File: src/hw/rtl/sfls_pkg.sv
// ----------------------------------------------------------------------------
// sfls_pkg
// Shared types and constants of the scanline fill/literal segmenter.
// ----------------------------------------------------------------------------
package sfls_pkg;

    localparam int MAX_LINE_WIDTH = 1024;
    localparam int COL_W          = $clog2(MAX_LINE_WIDTH);
    localparam int LEN_W          = COL_W + 1;
    localparam int COLOR_W        = 16;
    localparam int ROW_W          = 10;
    localparam int THR_W          = 8;
    localparam int NUM_CAND       = 5;
    localparam int QUEUE_DEPTH    = 4;
    localparam int QPTR_W         = $clog2(QUEUE_DEPTH);
    localparam int QCNT_W         = QPTR_W + 1;

    localparam int IN_DATA_BITS   = COLOR_W + ROW_W;
    localparam int IN_DATA_W      = ((IN_DATA_BITS + 7) / 8) * 8;
    localparam int OUT_DATA_BITS  = COL_W + LEN_W + COLOR_W + ROW_W;
    localparam int OUT_DATA_W     = ((OUT_DATA_BITS + 7) / 8) * 8;
    localparam int OUT_USER_W     = 2;

    localparam logic [THR_W-1:0] FILL_RUN_RESET = THR_W'(8);
    localparam logic [COL_W-1:0] LAST_COL       = COL_W'(MAX_LINE_WIDTH - 1);

    localparam logic KIND_LITERAL = 1'b0;
    localparam logic KIND_FILL    = 1'b1;

    typedef struct packed {
        logic               kind;
        logic [COL_W-1:0]   start;
        logic [LEN_W-1:0]   len;
        logic [COLOR_W-1:0] color;
    } sfls_seg_t;

    typedef struct packed {
        logic [NUM_CAND-1:0]          mask;
        logic                         eol;
        logic [ROW_W-1:0]             row;
        sfls_seg_t [NUM_CAND-1:0]     seg;
    } sfls_rec_t;

endpackage

File: src/hw/rtl/scanline_fill_literal_segmenter.sv
// ----------------------------------------------------------------------------
// scanline_fill_literal_segmenter
// Splits RGB565 scanlines into fill and literal segments.
// ----------------------------------------------------------------------------
// One pixel is taken per clock while each pixel closes at most one segment
// and the output is not held off; the output port emits one segment per
// clock while m_tready is high, so a pixel that closes k segments (up to
// three) leaves as k transfers. The front end classifies each pixel
// combinationally and pushes a record into a four-entry queue; the back
// end walks it one segment a cycle, unless the output stalls, into the
// output register. The user must write min_fill_run on the cfg channel
// only while the block is idle; the block itself does not enforce this.
module scanline_fill_literal_segmenter (
    input  logic                              aclk,
    input  logic                              aresetn,
    input  logic                              cfg_valid,
    output logic                              cfg_ready,
    input  logic [sfls_pkg::THR_W-1:0]        cfg_data,       // min_fill_run
    input  logic                              s_tvalid,
    output logic                              s_tready,
    input  logic [sfls_pkg::IN_DATA_W-1:0]    s_tdata,        // pixel_color, line_row
    input  logic                              s_tlast,
    output logic                              m_tvalid,
    input  logic                              m_tready,
    output logic [sfls_pkg::OUT_DATA_W-1:0]   m_tdata,        // start_column,
                                                              // segment_length,
                                                              // fill_color, segment_row
    output logic                              m_tlast,
    output logic [sfls_pkg::OUT_USER_W-1:0]   m_tuser         // segment_kind, last_of_item
);
    import sfls_pkg::*;

    logic      push_valid, q_full, q_empty, pop;
    sfls_rec_t push_rec, head_rec;

    sfls_front u_front (
        .aclk       (aclk),
        .aresetn    (aresetn),
        .cfg_valid  (cfg_valid),
        .cfg_ready  (cfg_ready),
        .cfg_data   (cfg_data),
        .s_tvalid   (s_tvalid),
        .s_tready   (s_tready),
        .s_tdata    (s_tdata),
        .s_tlast    (s_tlast),
        .q_full     (q_full),
        .push_valid (push_valid),
        .push_rec   (push_rec)
    );

    sfls_queue u_queue (
        .aclk       (aclk),
        .aresetn    (aresetn),
        .push_valid (push_valid),
        .push_rec   (push_rec),
        .q_full     (q_full),
        .pop        (pop),
        .head_rec   (head_rec),
        .q_empty    (q_empty)
    );

    sfls_back u_back (
        .aclk     (aclk),
        .aresetn  (aresetn),
        .head_rec (head_rec),
        .q_empty  (q_empty),
        .pop      (pop),
        .m_tvalid (m_tvalid),
        .m_tready (m_tready),
        .m_tdata  (m_tdata),
        .m_tlast  (m_tlast),
        .m_tuser  (m_tuser)
    );

endmodule

File: src/hw/rtl/sfls_front.sv
// ----------------------------------------------------------------------------
// sfls_front
// Accepts pixels, tracks runs and classifies the segments each pixel closes.
// ----------------------------------------------------------------------------
module sfls_front (
    input  logic                              aclk,
    input  logic                              aresetn,
    input  logic                              cfg_valid,
    output logic                              cfg_ready,
    input  logic [sfls_pkg::THR_W-1:0]        cfg_data,
    input  logic                              s_tvalid,
    output logic                              s_tready,
    input  logic [sfls_pkg::IN_DATA_W-1:0]    s_tdata,
    input  logic                              s_tlast,
    input  logic                              q_full,
    output logic                              push_valid,
    output sfls_pkg::sfls_rec_t               push_rec
);
    import sfls_pkg::*;

    logic [THR_W-1:0]   min_fill_run_reg;
    logic [COL_W-1:0]   column_count_reg, column_count_next;
    logic [COL_W-1:0]   literal_start_reg, literal_start_next;
    logic [COL_W-1:0]   run_start_reg, run_start_next;
    logic [COLOR_W-1:0] run_color_reg, run_color_next;
    logic               line_open_reg, line_open_next;

    logic [COLOR_W-1:0] color;
    logic [ROW_W-1:0]   row;
    logic               accept;
    logic [COL_W-1:0]   col;
    logic [LEN_W-1:0]   col_x, col_p1, thr;
    logic [COL_W-1:0]   lit_s0, run_s0, lit_s1, run_s1;
    logic [COLOR_W-1:0] run_c0, run_c1;
    logic               change, eol_eff;
    logic [LEN_W-1:0]   len_a, len_b, lit_s2;
    logic               fire_a, fire_b, lit_a, lit_b, lit_c;

    assign color     = s_tdata[COLOR_W-1:0];
    assign row       = s_tdata[COLOR_W +: ROW_W];
    assign cfg_ready = 1'b1;
    assign s_tready  = !q_full;
    assign accept    = s_tvalid && s_tready;

    always_comb begin
        col    = line_open_reg ? ((column_count_reg >= LAST_COL) ? LAST_COL : column_count_reg)
                               : '0;
        col_x  = {1'b0, col};
        col_p1 = col_x + LEN_W'(1);
        thr    = LEN_W'(min_fill_run_reg);
        lit_s0 = line_open_reg ? literal_start_reg : '0;
        run_s0 = line_open_reg ? run_start_reg : '0;
        run_c0 = line_open_reg ? run_color_reg : color;
        change = line_open_reg && (color != run_color_reg);

        len_a  = col_x - {1'b0, run_s0};
        fire_a = change && (len_a >= thr);
        lit_a  = fire_a && (lit_s0 < run_s0);
        lit_s1 = fire_a ? col : lit_s0;
        run_s1 = change ? col : run_s0;
        run_c1 = change ? color : run_c0;

        eol_eff = s_tlast || (col == LAST_COL);
        len_b   = col_p1 - {1'b0, run_s1};
        fire_b  = eol_eff && (len_b >= thr);
        lit_b   = fire_b && (lit_s1 < run_s1);
        lit_s2  = fire_b ? col_p1 : {1'b0, lit_s1};
        lit_c   = eol_eff && (lit_s2 < col_p1);

        push_rec.mask = {lit_c, fire_b, lit_b, fire_a, lit_a};
        push_rec.eol  = eol_eff;
        push_rec.row  = row;
        push_rec.seg[0] = '{KIND_LITERAL, lit_s0,
                            {1'b0, run_s0} - {1'b0, lit_s0}, '0};
        push_rec.seg[1] = '{KIND_FILL, run_s0, len_a, run_c0};
        push_rec.seg[2] = '{KIND_LITERAL, lit_s1,
                            {1'b0, run_s1} - {1'b0, lit_s1}, '0};
        push_rec.seg[3] = '{KIND_FILL, run_s1, len_b, run_c1};
        push_rec.seg[4] = '{KIND_LITERAL, lit_s2[COL_W-1:0], col_p1 - lit_s2, '0};

        push_valid = accept && (push_rec.mask != '0);

        column_count_next  = column_count_reg;
        literal_start_next = literal_start_reg;
        run_start_next     = run_start_reg;
        run_color_next     = run_color_reg;
        line_open_next     = line_open_reg;
        if (accept) begin
            literal_start_next = lit_s1;
            run_start_next     = run_s1;
            run_color_next     = run_c1;
            if (eol_eff) begin
                line_open_next    = 1'b0;
                column_count_next = '0;
            end else begin
                line_open_next    = 1'b1;
                column_count_next = col_p1[COL_W-1:0];
            end
        end
    end

    always_ff @(posedge aclk) begin
        if (!aresetn) begin
            min_fill_run_reg  <= FILL_RUN_RESET;
            column_count_reg  <= '0;
            literal_start_reg <= '0;
            run_start_reg     <= '0;
            run_color_reg     <= '0;
            line_open_reg     <= 1'b0;
        end else begin
            if (cfg_valid && cfg_ready) begin
                min_fill_run_reg <= cfg_data;
            end
            column_count_reg  <= column_count_next;
            literal_start_reg <= literal_start_next;
            run_start_reg     <= run_start_next;
            run_color_reg     <= run_color_next;
            line_open_reg     <= line_open_next;
        end
    end

endmodule

File: src/hw/rtl/sfls_queue.sv
// ----------------------------------------------------------------------------
// sfls_queue
// Short queue of classified pixel records between front and back.
// ----------------------------------------------------------------------------
module sfls_queue (
    input  logic                 aclk,
    input  logic                 aresetn,
    input  logic                 push_valid,
    input  sfls_pkg::sfls_rec_t  push_rec,
    output logic                 q_full,
    input  logic                 pop,
    output sfls_pkg::sfls_rec_t  head_rec,
    output logic                 q_empty
);
    import sfls_pkg::*;

    sfls_rec_t          entry_reg [QUEUE_DEPTH];
    logic [QPTR_W-1:0]  wr_ptr_reg, rd_ptr_reg;
    logic [QCNT_W-1:0]  count_reg, count_next;
    logic               do_push, do_pop;

    assign q_full   = (count_reg == QCNT_W'(QUEUE_DEPTH));
    assign q_empty  = (count_reg == '0);
    assign head_rec = entry_reg[rd_ptr_reg];
    assign do_push  = push_valid && !q_full;
    assign do_pop   = pop && !q_empty;

    always_comb begin
        count_next = count_reg;
        if (do_push && !do_pop) begin
            count_next = count_reg + QCNT_W'(1);
        end else if (do_pop && !do_push) begin
            count_next = count_reg - QCNT_W'(1);
        end
    end

    always_ff @(posedge aclk) begin
        if (do_push) begin
            entry_reg[wr_ptr_reg] <= push_rec;
        end
    end

    always_ff @(posedge aclk) begin
        if (!aresetn) begin
            wr_ptr_reg <= '0;
            rd_ptr_reg <= '0;
            count_reg  <= '0;
        end else begin
            if (do_push) begin
                wr_ptr_reg <= wr_ptr_reg + QPTR_W'(1);
            end
            if (do_pop) begin
                rd_ptr_reg <= rd_ptr_reg + QPTR_W'(1);
            end
            count_reg <= count_next;
        end
    end

endmodule

File: src/hw/rtl/sfls_back.sv
// ----------------------------------------------------------------------------
// sfls_back
// Walks the segments of each queued record and drives the output register.
// ----------------------------------------------------------------------------
module sfls_back (
    input  logic                              aclk,
    input  logic                              aresetn,
    input  sfls_pkg::sfls_rec_t               head_rec,
    input  logic                              q_empty,
    output logic                              pop,
    output logic                              m_tvalid,
    input  logic                              m_tready,
    output logic [sfls_pkg::OUT_DATA_W-1:0]   m_tdata,
    output logic                              m_tlast,
    output logic [sfls_pkg::OUT_USER_W-1:0]   m_tuser
);
    import sfls_pkg::*;

    logic [NUM_CAND-1:0] done_reg, done_next;
    logic [NUM_CAND-1:0] rem, pick;
    logic                last_pick, load;
    sfls_seg_t           sel;

    logic                out_valid_reg;
    sfls_seg_t           out_seg_reg;
    logic [ROW_W-1:0]    out_row_reg;
    logic                out_line_reg;
    logic                out_item_reg;

    always_comb begin
        rem       = head_rec.mask & ~done_reg;
        pick      = rem & (~rem + NUM_CAND'(1));
        last_pick = ((rem & ~pick) == '0);
        load      = !q_empty && (!out_valid_reg || m_tready);
        pop       = load && last_pick;
        sel       = '0;
        for (int i = 0; i < NUM_CAND; i++) begin
            if (pick[i]) begin
                sel = head_rec.seg[i];
            end
        end
        done_next = done_reg;
        if (load) begin
            done_next = last_pick ? '0 : (done_reg | pick);
        end
    end

    always_ff @(posedge aclk) begin
        if (load) begin
            out_seg_reg  <= sel;
            out_row_reg  <= head_rec.row;
            out_item_reg <= last_pick;
            out_line_reg <= last_pick && head_rec.eol;
        end
    end

    always_ff @(posedge aclk) begin
        if (!aresetn) begin
            out_valid_reg <= 1'b0;
            done_reg      <= '0;
        end else begin
            done_reg <= done_next;
            if (load) begin
                out_valid_reg <= 1'b1;
            end else if (m_tready) begin
                out_valid_reg <= 1'b0;
            end
        end
    end

    assign m_tvalid = out_valid_reg;
    assign m_tlast  = out_line_reg;
    assign m_tuser  = {out_item_reg, out_seg_reg.kind};
    assign m_tdata  = OUT_DATA_W'({out_row_reg, out_seg_reg.color,
                                   out_seg_reg.len, out_seg_reg.start});

    a_line_ends_item: assert property (@(posedge aclk) disable iff (!aresetn)
        out_valid_reg && out_line_reg |-> out_item_reg)
        else $error("last segment of line not last of its pixel");

    a_literal_no_color: assert property (@(posedge aclk) disable iff (!aresetn)
        out_valid_reg && (out_seg_reg.kind == KIND_LITERAL) |-> (out_seg_reg.color == '0))
        else $error("literal segment carries a color");

    a_len_nonzero: assert property (@(posedge aclk) disable iff (!aresetn)
        out_valid_reg |-> (out_seg_reg.len != '0))
        else $error("empty segment emitted");

    a_inside_line: assert property (@(posedge aclk) disable iff (!aresetn)
        out_valid_reg |->
            (({1'b0, out_seg_reg.start} + {1'b0, out_seg_reg.len}) <= (LEN_W + 1)'(MAX_LINE_WIDTH)))
        else $error("segment runs past the line end");

endmodule

File: config.mk
export PLATFORM = sky130hd
export DESIGN_NAME = scanline_fill_literal_segmenter
export DESIGN_NICKNAME = d
export VERILOG_FILES = /design/src/hw/rtl/sfls_pkg.sv /design/src/hw/rtl/scanline_fill_literal_segmenter.sv /design/src/hw/rtl/sfls_front.sv /design/src/hw/rtl/sfls_queue.sv /design/src/hw/rtl/sfls_back.sv
export SDC_FILE = /design/constraint.sdc
export NUM_CORES = 1
export LEC_CHECK = 0
export BUFFER_PORTS_ARGS = -buffer_cell sky130_fd_sc_hd__buf_2
export CORE_AREA = 4 4 259 312
export DETAILED_ROUTE_END_ITERATION = 8
export DIE_AREA = 0 0 263 316
export HOLD_SLACK_MARGIN = 0.03
export PLACE_DENSITY = 0.58
export SLEW_MARGIN = 5
export SYNTH_ARGS = -nofsm -noshare
export SYNTH_HDL_FRONTEND = slang
export SYNTH_SLANG_ARGS = --single-unit
File: constraint.sdc
create_clock -name aclk -period 22.1 [get_ports aclk]
set_input_delay 1.105 -clock aclk [delete_from_list [all_inputs] [get_ports aclk]]
set_output_delay 1.105 -clock aclk [all_outputs]
set_load 0.05 [all_outputs]
==> results of run 1 <==
==> path summary, 6_finish.rpt <==
path,depth (start not counted),start,end
setup / recovery,32,s_tdata[1],u_queue.entry_reg[3][49]
hold / removal,1,u_front.literal_start_reg[1],u_front.literal_start_reg[1]
setup reg to reg,31,u_front.run_color_reg[1],u_queue.entry_reg[3][49]
hold reg to reg,1,u_front.literal_start_reg[1],u_front.literal_start_reg[1]
==> cell type report <==
| cell class | count | area (um2) |
|---|---|---|
| timing repair buffer | 121 | 693 |
| inverter | 89 | 334 |
| fill | 6816 | 42600 |
| clock inverter | 39 | 348 |
| sequential | 732 | 21300 |
| multi-input combinational | 931 | 8940 |
| clock buffer | 102 | 2130 |
| tap | 1026 | 1280 |
==> synthesized netlist by cell type (23+ instances only) <==
master / instances
edfxtp_1: 662
mux4_2: 153
inv_1: 87
dfxtp_1: 70
nand2_1: 106
xor2_1: 35
mux2i_1: 31
nor2_1: 115
o21ai_0: 31
a22oi_1: 23
clkbuf_1: 67
ha_1: 71
a21oi_1: 65
==> worst register-to-register path: cells and delay by family, from the launching register on <==
family	cells	cell delay, ps
AND/OR/NAND/NOR	7	1840
multiplexers	1	320
AO/OA/AOI/OAI	13	2990
buffers and inverters	5	2420
flip-flops	1	330
adder cells (fa/ha/maj)	3	1230
XOR/XNOR	2	670
==> cell families (layout without fill, tap and decap cells) <==
family                     Yosys count  after routing  share of synthesized area
AOI/OAI and AO/OA                  274            274                     0.0634
xor gates and xnor gates            57             57                     0.0164
adders and majority gates           76             76                     0.0319
buffers and inverters              193            351                     0.0253
DFF                                732            732                      0.687
muxes                              208            208                      0.130
other                                2              2                   0.000243
and+or+nand+nor                    314            314                     0.0451
==> per-layer routing <==
metal | track usage | up-vias
met1 | 0.233 | 8656
met3 | 0.0282 | 118
met5 | 0 | -
met4 | 0.0560 | 0
li1 | - | 7467
met2 | 0.309 | 511
==> power by group through the flow <==
stage	registers (uW)	logic [uW]	clock network, uW
5_1_grt	1770	983	1360
3_5_place_dp	1780	933	0
3_3_place_gp	1780	928	0
4_1_cts	1760	938	1300
2_1_floorplan	1930	494	0
6_report	1750	920	1260
==> stage by stage <==
| stage | hold WS [ps] | total power (uW) | utilization |
|---|---|---|---|
| after CTS | 467 | 3990 | 0.451 |
| after floorplan | 432 | 2430 | - |
| final | 468 | 3940 | 0.451 |
| after detailed placement | 446 | 2720 | 0.419 |
| after global placement | 444 | 2710 | 0.419 |
| after global routing | 476 | 4110 | 0.451 |
==> results.json, run 1 <==
{
  "fp.coreArea_mm2": 0.0776,
  "hold_buffers": 0,
  "drv_cap": 0,
  "yosysWarnings": 0,
  "diodes": 0,
  "grt_pass1_vias": 17400,
  "status": "finished, final reports clean",
  "cts_resized": 0,
  "ios": 100,
  "critical_path_required_ps": 22320,
  "place_congestion": 0.896,
  "layout_common_cells": "edfxtp_1 (662), mux4_2 (153), nor2_1 (115)",
  "h-tree-depth": 3,
  "overflow": 0,
  "cts_made_buffers": 78,
  "path_clk_slew_ps": 60,
  "largest_reg_flops": 612,
  "comb_power_share": 0.233,
  "die_w_um": 263,
  "via_count": 16800,
  "ys_seq_area_frac": 0.687,
  "timing.final.ws_setup_ps": 11520,
  "wl_met2_mm": 37.1,
  "firstDrtPassIters": 5,
  "ys_seq_elements": 732,
  "ant_nets": 0,
  "synth_nets": 1978,
  "syn_inst": 1856,
  "clock-root-buffer": "clkbuf_16",
  "crit_type": "primary input to flip-flop",
  "fmax_mhz": 94.5,
  "cp_slowest_cell": "buf_4",
  "tns_ps": 0,
  "synth_edf_count": 662,
  "critical_path.startpoint_type": "primary input",
  "yosysTopAreaCellShare": 0.642,
  "clock_latency_ps": 620,
  "r2r_slack_ps": 11810,
  "port_buffers": 91,
  "path_buf_inv": 6,
  "area_delta_synth_final_pct": 13.1,
  "final_common_cell": "edfxtp_1",
  "grt_use_total": 0.178,
  "dp_slack_ps": 10870,
  "power_density_mw_per_mm2": 112,
  "crit_family": "compound AO/OA/AOI/OAI gates",
  "wl_per_cell_um": 24.4,
  "cts.sinks": 732,
  "sw_frac_of_total": 0.307,
  "p_sw_uw": 1210,
  "cts_tree": "done",
  "hold_class": "flip-flop to flip-flop",
  "met3_length_mm": 4.22,
  "crit_top_cell": "buf_4",
  "antenna_found_initial": 3,
  "syn_area_mm2": 0.0310,
  "worstMarginPinSlew_ps": 1080,
  "vdd.ir_drop.worst_mv": 0.0782,
  "drt-total-wl_mm": 74.3,
  "ys_async_sr_fraction": 0,
  "first_iter_violations": 1271,
  "grt_max_degree": 88,
  "min_period_ps": 10580,
  "hold_violations": 0,
  "highest_layer": "met4",
  "synth.distinct_cells": 74,
  "layoutNonFillerInstCount": 3040,
  "path_max_fanout": 59,
  "leakage_uw": 0.0123,
  "syn_area_per_cell_um2": 16.7,
  "slew_viol_final": 0,
  "cts_post_setup_buffers_inserted": 0,
  "end_kind": "flip-flop",
  "fp.dieH_um": 316,
  "nets": 2075,
  "clock_power_share": 0.321,
  "internal-power_uw": 2730,
  "synthFlopType": "edfxtp_1",
  "rsz0062_at_grt": "false",
  "maxSlewHeadroom": 0.282,
  "floorplan.initialDensity": 0.399,
  "drive_gt1_frac": 0.220,
  "num_rows": 112,
  "cts_buffer_depth": 3,
  "hpwl_mm": 46.0,
  "die_area_mm2": 0.0831,
  "setup-violations-final": 0,
  "synthTopCellsByArea": "edfxtp_1 (64%), mux4_2 (11%), dfxtp_1 (4.5%), ha_1 (2.9%), nor2_1 (1.4%)",
  "wl_met1_mm": 30.9,
  "grt_pass1_wl_mm": 111,
  "cp_slowest_stage_delay_ps": 830,
  "stdcell_area_mm2": 0.0350,
  "fin_crit_sh": 0.479,
  "p_seq_frac": 0.445,
  "critPathArrivalTime_ps": 10800,
  "placed_area_mm2": 0.0325,
  "yosys.area.top_type": "edfxtp_1",
  "viasPerCell": 5.51,
  "place_inst": 2899,
  "finClkSkew_ps": 26.1,
  "drcViolationCount": 0
}
No activity file was read; power rests on OpenSTA's default activity.
==> run 2: changes to the inputs <==
- clock period: 22.1 -> 10.9 ns (I/O delays scaled with it)
==> results.json, run 2 (same netlist as run 1, synthesis figures left out) <==
{
  "status": "finished, final reports clean",
  "largest_reg_flops": 612,
  "stdcell_area_mm2": 0.0352,
  "drt-total-wl_mm": 74.3,
  "crit_type": "flip-flop to flip-flop",
  "p_sw_uw": 2460,
  "end_kind": "flip-flop",
  "drcViolationCount": 0,
  "clock_power_share": 0.321,
  "internal-power_uw": 5530,
  "drv_cap": 0,
  "grt_max_degree": 57,
  "cts_resized": 0,
  "finClkSkew_ps": 22.1,
  "overflow": 0,
  "cts.sinks": 732,
  "cts_tree": "done",
  "min_period_ps": 9490,
  "path_max_fanout": 40,
  "cp_slowest_cell": "a221oi_1",
  "hpwl_mm": 47.6,
  "die_w_um": 263,
  "wl_per_cell_um": 24.4,
  "multiInputGateArea_mm2": 0.00894,
  "grt_pass1_wl_mm": 111,
  "p_seq_frac": 0.445,
  "leakage_uw": 0.0123,
  "port_buffers": 91,
  "hold_ws_ps": 153,
  "worstSetupStartpoint": "u_front.run_color_reg[1]",
  "setup-violations-final": 0,
  "fin_crit_sh": 0.871,
  "area_delta_synth_final_pct": 13.6,
  "holdCritStartpoint": "s_tdata[23]",
  "firstDrtPassIters": 5,
  "comb_power_share": 0.234,
  "ant_nets": 0,
  "antenna_found_initial": 0,
  "clock_latency_ps": 610,
  "hold_buffers": 0,
  "diodes": 0,
  "via_count": 16800,
  "cts_made_buffers": 77,
  "critical_path_required_ps": 11160,
  "cts_post_setup_buffers_inserted": 0,
  "fp.coreArea_mm2": 0.0776,
  "rsz0062_at_grt": "false",
  "clock-root-buffer": "clkbuf_16",
  "place_congestion": 0.891,
  "path_clk_slew_ps": 60,
  "fmax_mhz": 105,
  "layout_common_cells": "edfxtp_1 (662), mux4_2 (153), nor2_1 (115)",
  "critPathArrivalTime_ps": 9760,
  "nets": 2081,
  "critical_path.startpoint_type": "flip-flop",
  "regArea_mm2": 0.0213,
  "fillers": 6738,
  "h-tree-depth": 3,
  "hold_violations": 0,
  "p_total_uw": 7990,
  "power_density_mw_per_mm2": 227,
  "cts_buffer_depth": 3,
  "sw_frac_of_total": 0.308,
  "cp_slowest_stage_delay_ps": 850,
  "vdd.ir_drop.worst_mv": 0.183,
  "die_area_mm2": 0.0831,
  "first_iter_violations": 1340,
  "final_common_cell": "edfxtp_1",
  "hold_class": "primary input to flip-flop",
  "drive_gt1_frac": 0.225,
  "fp.dieH_um": 316,
  "grt_use_total": 0.177,
  "tns_ps": 0,
  "grt_pass1_vias": 17300,
  "ios": 100,
  "viasPerCell": 5.51,
  "floorplan.initialDensity": 0.399,
  "num_rows": 112,
  "r2r_start": "u_front.run_color_reg[1]",
  "slew_viol_final": 0,
  "maxSlewHeadroom": 0.327,
  "placed_area_mm2": 0.0327,
  "worstMarginPinSlew_ps": 1010
}
==> run 2: metrics by stage <==
stage | setup WS, ps | std cells | util
finish | 1410 | 3046 | 0.453
global route | 948 | 3046 | 0.453
CTS | 1450 | 3046 | 0.453
detailed placement | 1140 | 2906 | 0.421
global placement | 1240 | 2906 | 0.421
floorplan | 787 | 1856 | -
==> run 2: path summary, 6_finish.rpt <==
kind,slack (ps),to,cells past startpoint
worst max-delay path,1410,u_queue.entry_reg[2][27],28
worst min-delay path,150,u_queue.entry_reg[3][144],1
worst max register to register,1410,u_queue.entry_reg[2][27],28
worst min register to register,470,u_front.literal_start_reg[1],1
==> run 2: layout make-up <==
class,instances,share of cell area
tap,1026,0.0365
timing repair buffer,128,0.0244
inverter,89,0.00950
clock buffer,99,0.0592
multi-input combinational,931,0.254
clock inverter,41,0.0111
sequential,732,0.605
==> run 2: layer usage <==
metal	track usage	part of all wire
met1	0.231	0.42
met2	0.304	0.51
met3	0.0255	0.046
met4	0.0624	0.030
met5	0	0
==> run 2: power by group through the flow <==
stage | combinational (uW) | sequential, uW | clock [uW]
finish | 1870 | 3560 | 2560
CTS | 1900 | 3570 | 2620
global placement | 1880 | 3610 | 0
floorplan | 1000 | 3920 | 0
global route | 2000 | 3590 | 2740
detailed placement | 1890 | 3620 | 0
==> run 2: worst max-delay path, delay by kind of cell, from the launching register on <==
family	cells	cell delay, ps
compound gates	11	3470
buf+inv	2	750
fa+ha+maj	3	1240
xor+xnor	2	570
flops	1	320
simple gates	10	2730
==> run 3: changes to the inputs <==
- PLACE_DENSITY: 0.58 -> unset
- PLACE_DENSITY_LB_ADDON: unset -> 0.05
- SKIP_CTS_REPAIR_TIMING: unset -> 1
==> results.json, run 3 (same netlist as run 1, synthesis figures left out) <==
{
  "clock-root-buffer": "clkbuf_16",
  "dp_slack_ps": 1410,
  "cts_made_buffers": 77,
  "diodes": 0,
  "final_core_util": 0.451,
  "layout_common_cells": "edfxtp_1 (662), mux4_2 (153), nor2_1 (115)",
  "reg2reg_depth": 32,
  "largest_reg_flops": 612,
  "drt-total-wl_mm": 78.0,
  "viasPerCell": 5.41,
  "power_density_mw_per_mm2": 227,
  "hold_violations": 0,
  "wl_per_cell_um": 25.7,
  "ios": 100,
  "met3_length_mm": 2.73,
  "first_iter_violations": 1121,
  "cp_slowest_stage_delay_ps": 680,
  "grt_pass1_wl_mm": 115,
  "stdcell_area_mm2": 0.0350,
  "grt_pass1_vias": 17200,
  "fmax_mhz": 109,
  "cts_buffer_depth": 3,
  "slew_viol_final": 0,
  "grt_use_total": 0.186,
  "wl_met1_mm": 32.4,
  "setup-violations-final": 0,
  "drive_gt1_frac": 0.217,
  "antenna_found_initial": 1,
  "highest_layer": "met4",
  "place_congestion": 0.845,
  "via_count": 16500,
  "firstDrtPassIters": 5,
  "critPathArrivalTime_ps": 9710,
  "end_kind": "flip-flop",
  "path_max_fanout": 11,
  "clock_latency_ps": 630,
  "timing.final.ws_setup_ps": 1730,
  "rsz0062_at_grt": "false",
  "hold_class": "primary input to flip-flop",
  "crit_cells": 32,
  "maxSlewHeadroom": 0.230,
  "critical_path.startpoint_type": "flip-flop",
  "critical_path_required_ps": 11440,
  "overflow": 0,
  "cts.sinks": 732,
  "area_delta_synth_final_pct": 13.2,
  "fp.dieH_um": 316,
  "port_buffers": 91,
  "grt_max_degree": 101,
  "leakage_uw": 0.0123,
  "crit_family": "compound AO/OA/AOI/OAI gates",
  "fin_crit_sh": 0.841,
  "drcViolationCount": 0,
  "num_rows": 112,
  "worstMarginPinSlew_ps": 1140,
  "drv_cap": 0,
  "cts_tree": "done",
  "min_period_ps": 9170,
  "finClkSkew_ps": 24.9,
  "crit_type": "flip-flop to flip-flop",
  "final_common_cell": "edfxtp_1",
  "fillers": 6855,
  "fp.coreArea_mm2": 0.0776,
  "nets": 2074,
  "hpwl_mm": 48.7,
  "ant_nets": 0,
  "wl_met2_mm": 40.3,
  "cp_slowest_cell": "a221oi_1",
  "path_clk_slew_ps": 60,
  "min_delay_path_depth": 1,
  "path_buf_inv": 2,
  "tns_ps": 0,
  "die_area_mm2": 0.0831,
  "h-tree-depth": 3,
  "placed_area_mm2": 0.0326,
  "floorplan.initialDensity": 0.399,
  "die_w_um": 263,
  "status": "finished, final reports clean",
  "crit_top_cell": "ha_1",
  "vdd.ir_drop.worst_mv": 0.162
}
run 3: final timing paths:
kind         slack (ps)                         start                           end
max                1730      u_front.run_color_reg[1]          u_queue.count_reg[2]
min                 130                   s_tdata[25]     u_queue.entry_reg[1][146]
max reg2reg        1730      u_front.run_color_reg[1]          u_queue.count_reg[2]
min reg2reg         470  u_front.literal_start_reg[5]  u_front.literal_start_reg[5]
run 3: metrics by stage:
step	power, uW	std cells	hold slack (ps)
after detailed placement	5560	2899	447
after global routing	8320	3041	110
after floorplan	4920	1856	432
after global placement	5550	2899	444
after CTS	8090	3041	84.7
final	7960	3041	128
run 3: worst reg2reg max path: cells and delay by family, from the launching register on:
family | cells | cell delay, ps
AO/OA/AOI/OAI | 12 | 3490
AND/OR/NAND/NOR | 10 | 2070
adder cells (fa/ha/maj) | 5 | 1990
XOR/XNOR | 3 | 890
buffers and inverters | 2 | 350
flip-flops | 1 | 320
run 3: final cells by class:
| class | count | area [um2] | share of cell area |
|---|---|---|---|
| inverter | 89 | 334 | 0.00953 |
| clock buffer | 102 | 2060 | 0.0588 |
| clock inverter | 40 | 344 | 0.00982 |
| sequential | 732 | 21300 | 0.607 |
| tap | 1026 | 1280 | 0.0366 |
| multi-input combinational | 931 | 8950 | 0.255 |
| timing repair buffer | 121 | 781 | 0.0223 |
run 3: per-layer routing:
metal	vias up	track usage
li1	7457	-
met1	8527	0.233
met2	355	0.334
met3	114	0.0250
met4	0	0.0664
met5	-	0
run 3: where the power goes:
part / leakage [uW] / switching (uW) / internal [uW]
clock: 0.00117 / 1090 / 1410
combinational: 0.00425 / 1300 / 605
sequential: 0.00685 / 113 / 3430
